<file path="config.mk">
export PLATFORM = sky130hd
export DESIGN_NAME = sorted_list_insert_delete
export DESIGN_NICKNAME = d
export VERILOG_FILES = /design/src/sli_pkg.sv /design/src/sli_cell.sv /design/src/sorted_list_insert_delete.sv
export SDC_FILE = /design/constraint.sdc
export NUM_CORES = 2
export LEC_CHECK = 0
export BUFFER_PORTS_ARGS = -buffer_cell sky130_fd_sc_hd__buf_4
export CORE_MARGIN = 1
export CORE_UTILIZATION = 45
export CTS_CLUSTER_DIAMETER = 50
export DETAILED_ROUTE_END_ITERATION = 8
export GPL_TIMING_DRIVEN = 0
export PLACE_DENSITY = 0.68
export SETUP_SLACK_MARGIN = 0.02
export SYNTH_ARGS = -nofsm -noshare
export SYNTH_HDL_FRONTEND = slang
export SYNTH_SLANG_ARGS = --single-unit
</file>
<file path="constraint.sdc">
create_clock -name clk_i -period 4.15 [get_ports clk_i]
set_input_delay 0.6225 -clock clk_i [delete_from_list [all_inputs] [get_ports clk_i]]
set_output_delay 0.6225 -clock clk_i [all_outputs]
set_load 0.02 [all_outputs]
</file>
<file path="src/sli_pkg.sv">
`timescale 1ns / 1ps

package sli_pkg;

  // Operation codes
  localparam logic OP_INSERT = 1'b0;
  localparam logic OP_DELETE = 1'b1;

  typedef enum logic [1:0] {
    ST_OK        = 2'd0,
    ST_EMPTY     = 2'd1,
    ST_NOT_FOUND = 2'd2,
    ST_FULL      = 2'd3
  } status_e;

  typedef enum logic {
    S_IDLE,
    S_APPLY
  } state_e;

  // Request payload
  typedef struct packed {
    logic               op;
    logic signed [31:0] value;
  } req_t;

  // Response payload
  typedef struct packed {
    logic [1:0]         status;
    logic [4:0]         entry_count;
    logic signed [31:0] smallest;
    logic               smallest_valid;
  } rsp_t;

  // Broadcast command from the controller to every cell
  typedef struct packed {
    logic               sample;
    logic               upd_ins;
    logic               upd_del;
    logic signed [31:0] value;
  } cell_cmd_t;

  // What a cell shows its neighbors
  typedef struct packed {
    logic signed [31:0] val;
    logic               valid;
    logic               ge;
  } nbr_t;

  // Next contents of a cell
  typedef struct packed {
    logic signed [31:0] val;
    logic               valid;
  } head_t;

endpackage

</file>
<file path="src/sli_cell.sv">
`timescale 1ns / 1ps

module sli_cell (
  input  logic              clk_i,
  input  logic              rst_ni,
  input  sli_pkg::cell_cmd_t cmd_i,
  input  sli_pkg::nbr_t     left_i,
  input  sli_pkg::nbr_t     right_i,
  output sli_pkg::nbr_t     nbr_o,
  output sli_pkg::head_t    nxt_o,
  output logic              hit_o
);

  logic signed [31:0] val_q, val_d;
  logic               valid_q, valid_d;
  logic               ge_q, ge_d;
  logic               eq_q, eq_d;

  // Compare own entry against the request value; empty cells count as above it
  always_comb begin
    ge_d = !valid_q || !(val_q < cmd_i.value);
    eq_d = valid_q && (val_q == cmd_i.value);
  end

  // Shift right on insert, shift left on delete, from the boundary on
  always_comb begin
    val_d   = val_q;
    valid_d = valid_q;
    if (cmd_i.upd_ins && ge_q) begin
      val_d   = left_i.ge ? left_i.val : cmd_i.value;
      valid_d = valid_q | left_i.valid;
    end else if (cmd_i.upd_del && ge_q && valid_q) begin
      val_d   = right_i.val;
      valid_d = right_i.valid;
    end
  end

  // Hold entry data
  always_ff @(posedge clk_i) begin
    val_q <= val_d;
  end

  // Hold valid bit and compare flags
  always_ff @(posedge clk_i or negedge rst_ni) begin
    if (!rst_ni) begin
      valid_q <= 1'b0;
      ge_q    <= 1'b0;
      eq_q    <= 1'b0;
    end else begin
      valid_q <= valid_d;
      if (cmd_i.sample) begin
        ge_q <= ge_d;
        eq_q <= eq_d;
      end
    end
  end

  // First cell at or above the value, and it matches
  assign hit_o = ge_q & ~left_i.ge & eq_q;

  assign nbr_o = '{val: val_q, valid: valid_q, ge: ge_q};
  assign nxt_o = '{val: val_d, valid: valid_d};

endmodule

</file>
<file path="src/sorted_list_insert_delete.sv">
`timescale 1ns / 1ps
// Channel   Valid / Ready                Payload
// request   req_valid_i / req_ready_o    req_i (sli_pkg::req_t: op, value)
// response  rsp_valid_o / rsp_ready_i    rsp_o (sli_pkg::rsp_t)
//
// Each request runs in an accept step and an apply step: the accept edge
// latches every cell's compare flags; the apply edge, once the response
// register is free, shifts the cell row and loads the response register.
// Reset empties the row at once (valid bits and compare flags; entry data is not reset) and clears the count.
// A response not yet taken holds the row in the apply step until taken.

module sorted_list_insert_delete #(
  parameter int CAPACITY = 16
) (
  input  logic          clk_i,
  input  logic          rst_ni,
  input  logic          req_valid_i,
  output logic          req_ready_o,
  input  sli_pkg::req_t req_i,
  output logic          rsp_valid_o,
  input  logic          rsp_ready_i,
  output sli_pkg::rsp_t rsp_o
);

  localparam int CNT_W = $clog2(CAPACITY + 1);

  sli_pkg::state_e    state_q, state_d;
  sli_pkg::req_t      req_q;
  logic [CNT_W-1:0]   count_q, count_d;
  logic               rsp_valid_q;
  sli_pkg::rsp_t      rsp_q;

  sli_pkg::cell_cmd_t cmd;
  sli_pkg::nbr_t      nbr [CAPACITY];
  sli_pkg::head_t     head_nxt;
  logic [CAPACITY-1:0] hit;

  logic               accept;
  logic               go;
  logic               full;
  logic               empty;
  logic               found;
  sli_pkg::status_e   status;

  // Cell row
  for (genvar i = 0; i < CAPACITY; i++) begin : g_cell
    sli_pkg::nbr_t left, right;
    if (i == 0) begin : g_first
      assign left = '{val: '0, valid: 1'b1, ge: 1'b0};
    end else begin : g_inner_l
      assign left = nbr[i-1];
    end
    if (i == CAPACITY - 1) begin : g_last
      assign right = '{val: '0, valid: 1'b0, ge: 1'b0};
    end else begin : g_inner_r
      assign right = nbr[i+1];
    end
    if (i == 0) begin : g_head
      sli_cell u_cell (
        .clk_i   (clk_i),
        .rst_ni  (rst_ni),
        .cmd_i   (cmd),
        .left_i  (left),
        .right_i (right),
        .nbr_o   (nbr[i]),
        .nxt_o   (head_nxt),
        .hit_o   (hit[i])
      );
    end else begin : g_body
      sli_cell u_cell (
        .clk_i   (clk_i),
        .rst_ni  (rst_ni),
        .cmd_i   (cmd),
        .left_i  (left),
        .right_i (right),
        .nbr_o   (nbr[i]),
        .nxt_o   (),
        .hit_o   (hit[i])
      );
    end
  end

  assign accept = (state_q == sli_pkg::S_IDLE) && req_valid_i;
  assign go     = (state_q == sli_pkg::S_APPLY) && (!rsp_valid_q || rsp_ready_i);
  assign full   = (count_q == CNT_W'(CAPACITY));
  assign empty  = (count_q == '0);
  assign found  = |hit;

  // Drive the broadcast command
  always_comb begin
    cmd.sample  = accept;
    cmd.value   = (state_q == sli_pkg::S_IDLE) ? req_i.value : req_q.value;
    cmd.upd_ins = go && (req_q.op == sli_pkg::OP_INSERT) && !full;
    cmd.upd_del = go && (req_q.op == sli_pkg::OP_DELETE) && found;
  end

  // Next state, status and count
  always_comb begin
    state_d = state_q;
    count_d = count_q;
    status  = sli_pkg::ST_OK;
    if (req_q.op == sli_pkg::OP_INSERT) begin
      if (full) status = sli_pkg::ST_FULL;
    end else if (empty) begin
      status = sli_pkg::ST_EMPTY;
    end else if (!found) begin
      status = sli_pkg::ST_NOT_FOUND;
    end
    unique case (state_q)
      sli_pkg::S_IDLE: begin
        if (accept) state_d = sli_pkg::S_APPLY;
      end
      sli_pkg::S_APPLY: begin
        if (go) begin
          state_d = sli_pkg::S_IDLE;
          if (cmd.upd_ins) count_d = count_q + CNT_W'(1);
          else if (cmd.upd_del) count_d = count_q - CNT_W'(1);
        end
      end
      default: state_d = sli_pkg::S_IDLE;
    endcase
  end

  // Control registers
  always_ff @(posedge clk_i or negedge rst_ni) begin
    if (!rst_ni) begin
      state_q     <= sli_pkg::S_IDLE;
      count_q     <= '0;
      rsp_valid_q <= 1'b0;
    end else begin
      state_q <= state_d;
      count_q <= count_d;
      if (go) rsp_valid_q <= 1'b1;
      else if (rsp_ready_i) rsp_valid_q <= 1'b0;
    end
  end

  // Request and response payload
  always_ff @(posedge clk_i) begin
    if (accept) req_q <= req_i;
    if (go) begin
      rsp_q.status         <= status;
      rsp_q.entry_count    <= 5'(count_d);
      rsp_q.smallest       <= head_nxt.valid ? head_nxt.val : '0;
      rsp_q.smallest_valid <= head_nxt.valid;
    end
  end

  assign req_ready_o = (state_q == sli_pkg::S_IDLE);
  assign rsp_valid_o = rsp_valid_q;
  assign rsp_o       = rsp_q;

  // Checks
  a_count_bound : assert property (@(posedge clk_i) disable iff (!rst_ni)
    count_q <= CNT_W'(CAPACITY))
    else $error("entry count above capacity");

  a_head_valid : assert property (@(posedge clk_i) disable iff (!rst_ni)
    nbr[0].valid == (count_q != '0))
    else $error("head cell valid disagrees with count");

  a_single_hit : assert property (@(posedge clk_i) disable iff (!rst_ni)
    (state_q == sli_pkg::S_APPLY) |-> $onehot0(hit))
    else $error("more than one delete boundary cell");

  a_rsp_source : assert property (@(posedge clk_i) disable iff (!rst_ni)
    $rose(rsp_valid_o) |-> $past(state_q == sli_pkg::S_APPLY))
    else $error("response raised outside the apply step");

endmodule
</file>
==> summary.txt <==
Power and ir drop
  • Comb pwr share: 30.6%
  • Pint: 14.8 mW
  • Clock Power Share: 31.1%
  • VDD IR max: 0.309 mV
  • Sw Ratio: 36.2%
  • NetSw: 8.39 mW
  • Power per cell area: 484 nW/um^2
  • Seq pwr share: 38.3%
  • Leakage: 19.4 nW
  • Total Power: 23.2 mW

Timing
  • Skew final: 0.0419 ns
  • Final period util: 97.0%
  • Final Setup Violations: 0
  • Worst hold slack: 0.159 ns
  • Slew Viols, Final: 0
  • Worst-margin pin slew: 1.49 ns
  • Relative slew slack: 0.433%
  • Fin. Hold Viols: 0
  • Min Tclk post-route: 4.03 ns
  • Final WS setup: 0.124 ns
  • Unrepaired setup endpoints after global routing: no
  • Fmax achieved: 248 MHz

Critical path
  • CP top delay family: buffers and inverters
  • Cell repeated most along the worst path: nand2_1
  • Worst path slowest cell: nor2b_4
  • WP buf/inv: 5
  • Worst path max stage delay: 0.54 ns
  • Crit-path max FO: 18
  • CP endpoint kind: register
  • WP data required: 4.53 ns
  • Worst-path cell chain: inv_1, ha_1, nor3b_2, nand2_1, nand2_1, nor2_2, buf_2, buf_6, clkbuf_2, a21oi_1, nor2b_4, buf_16
  • CP Class: reg -> reg
  • Setup crit start kind: register
  • Worst path arrival time: 4.40 ns

Synth
  • Most frequent cell after synthesis: a21oi_1
  • Avg Inst Size Synth: 9.22 sq um
  • Cell Area, Synth: 41500 sq um
  • Main area contributors after synthesis: edfxtp_1 40%, ha_1 15%, a21oi_1 8.9%
  • FFs w/ async S/R, synth: 8.59%
  • Cells after Synth: 4500
  • Seq/Total Area, Yosys: 44.9%
  • Seq cells post-synth: 640
  • Synth top cells by count: 735 x a21oi_1, 583 x nand2_1, 581 x nor2_1
  • Synth area leader: edfxtp_1
  • EDFF count, synth: 553
  • Syn Nets: 5051
  • Top FF cell, synth: edfxtp_1
  • Post-synth top area share: 40.0%
  • Post-synth cell types: 62
  • Yosys Warn Count: 0

Clocking
  • Worst-path clk slew: 0.06 ns
  • Worst-case clock buffer depth: 3
  • Clk sinks: 640
  • CTS tree: done
  • Clock latency on the worst-skew pair: 0.67 ns
  • Hold buffers post-CTS: 0
  • H-tree levels: 3
  • TritonCTS buffer count: 83
  • CTS root buf: clkbuf_16

Die
  • Core Area: 91500 sq um
  • Initial Utilization: 45.4%
  • Die width: 306 um
  • Num rows: 111
  • Die ar.: 93500 sq um
  • Top Ports: 79
  • Die outline height: 306 um

Place
  • I/O Buffers: 78
  • Worst slack at placement: -1.49 ns
  • Detail Placement HPWL: 111000 um
  • GPL Wtd Cong: 0.972

Global routing
  • Overall Global Routing Usage: 31.2%
  • Largest net degree at the start of global routing: 56
  • First-pass GRT wire length: 218000 um
  • Initial antenna violation count: 1
  • Aggregate global routing overflow: 0
  • Vias in the first global route: 34400

Route
  • Drt via density: 6.21
  • Total number of vias: 37100
  • DRC viols: 0
  • Detailed Route WL: 150000 um
  • DRT antenna net count: 0
  • Drt initial violations: 5170
  • Wire per inst: 25.1 um
  • Pre-Repair DR Iteration Count: 6

Job
  • Max Cap Viol: 1

Layout
  • Fraction of layout cells with a size suffix above 1: 8.12%
  • Sequential cell area: 18600 sq um
  • Footprint of the multi-input gates: 22300 sq um
  • Area delta synth->final: 15.3%
  • Layout net count: 5269
  • Fill cells: 8227

Outcome
  • Failing checks: capacitance limit
  • Status: complete, but fails checks

Worst hold path
  • HP Class: in -> async
-- cells by family after synthesis --
| kind of cell | Yosys count | synth area share, % |
|---|---|---|
| compound gates | 1467 | 19.0 |
| xor+xnor | 6 | 0.127 |
| fa+ha+maj | 514 | 15.5 |
| buf+inv | 309 | 2.94 |
| flops | 640 | 44.9 |
| mux | 106 | 2.56 |
| simple gates | 1458 | 15.0 |
-- state kept, by name, summed over array words and instances, names as in the netlist --
signal / flops
rsp_valid_o: 1
g_cell.g_head.u_cell.val_q: 32
g_cell.g_body.u_cell.ge_q: 15
state_q: 1
count_q: 5
g_cell.g_body.u_cell.eq_q: 15
g_cell.g_head.u_cell.valid_q: 1
g_cell.g_body.u_cell.val_q: 480
g_cell.g_body.u_cell.valid_q: 15
g_cell.g_head.u_cell.eq_q: 1
g_cell.g_head.u_cell.ge_q: 1
rsp_o: 40
req_q: 33
-- final timing paths --
| kind | from | end | slack [ns] | cells after the start |
|---|---|---|---|---|
| max in group asynchronous | rst_ni | g_cell[10].g_body.u_cell.ge_q | 3.27 | 1 |
| min reg2reg | g_cell[10].g_body.u_cell.eq_q | g_cell[10].g_body.u_cell.eq_q | 0.48 | 2 |
| max | count_q[1] | g_cell[7].g_body.u_cell.val_q[22] | 0.12 | 12 |
| min in group clk_i | req_i[5] | req_q[5] | 0.16 | 1 |
| min | rst_ni | g_cell[0].g_head.u_cell.valid_q | 0.16 | 1 |
| max reg2reg | count_q[1] | g_cell[7].g_body.u_cell.val_q[22] | 0.12 | 12 |
-- worst reg2reg max path: stages (launching register included) --
cell and delay [ns]:
dfrtp_1 0.42, inv_1 0.09, ha_1 0.20, nor3b_2 0.19, nand2_1 0.07, nand2_1 0.11
nor2_2 0.47, buf_2 0.48, buf_6 0.25, clkbuf_2 0.51, a21oi_1 0.17, nor2b_4 0.54
buf_16 0.24
-- power by group through the flow --
stage               clock, mW  sequential, mW  combinational, mW
floorplan                   0            8.76               4.20
global placement            0            8.95               6.13
detailed placement          0            8.94               6.53
CTS                      7.20            8.83               6.81
global route             7.44            8.93               7.73
finish                   7.20            8.87               7.10
-- timing repair --
action	in CTS	in global routing
cloned	0	7
gates resized for setup	119	24
endpoints found under the setup margin	426	309
setup buffers	17	13
-- cell type report --
type	instances	area share (%)
Tap cell	1186	3.10
Timing Repair Buffer	126	2.76
Multi-Input combinational cell	3558	46.6
Clock inverter	49	0.972
Clock buffer	106	4.65
Antenna cell	2	0.0105
Buffer	273	2.77
Sequential cell	640	38.9
Inverter	36	0.290
-- per-stage QoR --
step           TNS (ns)  util [%]  area, sq um  instances
2_1_floorplan         0         -        41500       4500
3_3_place_gp    -810.45      47.6        43600       5764
3_5_place_dp    -140.12      48.2        44100       5782
4_1_cts          -0.138      52.0        47600       5954
5_1_grt               0      52.3        47900       5974
6_report              0      52.3        47900       5976
-- metal layers --
layer / wire length, um / share of wire (%) / vias up / track usage [%]
li1: - / - / 17000 / -
met1: 62100 / 41 / 17400 / 44.3
met2: 62300 / 42 / 2321 / 45.4
met3: 17600 / 12 / 368 / 5.89
met4: 7870 / 5.3 / 2 / 15.6
met5: 13 / 0.0087 / - / 0
-- cells in the final DEF (no fill, tap or decap), types with 19 or more instances in the layout --
| cell | n |
|---|---|
| a21o_1 | 73 |
| a21oi_1 | 735 |
| buf_4 | 104 |
| clkbuf_1 | 212 |
| clkbuf_16 | 85 |
| dfrtp_1 | 55 |
| dfxtp_1 | 32 |
| edfxtp_1 | 553 |
| ha_1 | 514 |
| inv_1 | 31 |
| mux2i_1 | 74 |
| mux2i_4 | 31 |
| nand2_1 | 583 |
| nand3_1 | 46 |
| nand3b_1 | 27 |
| nand4_1 | 99 |
| nor2_1 | 580 |
| nor2b_4 | 19 |
| nor3_1 | 22 |
| nor4_1 | 21 |
| o21ai_0 | 353 |
| o21ai_1 | 170 |
| o22ai_1 | 34 |
Power figures use the tool's default switching activity.
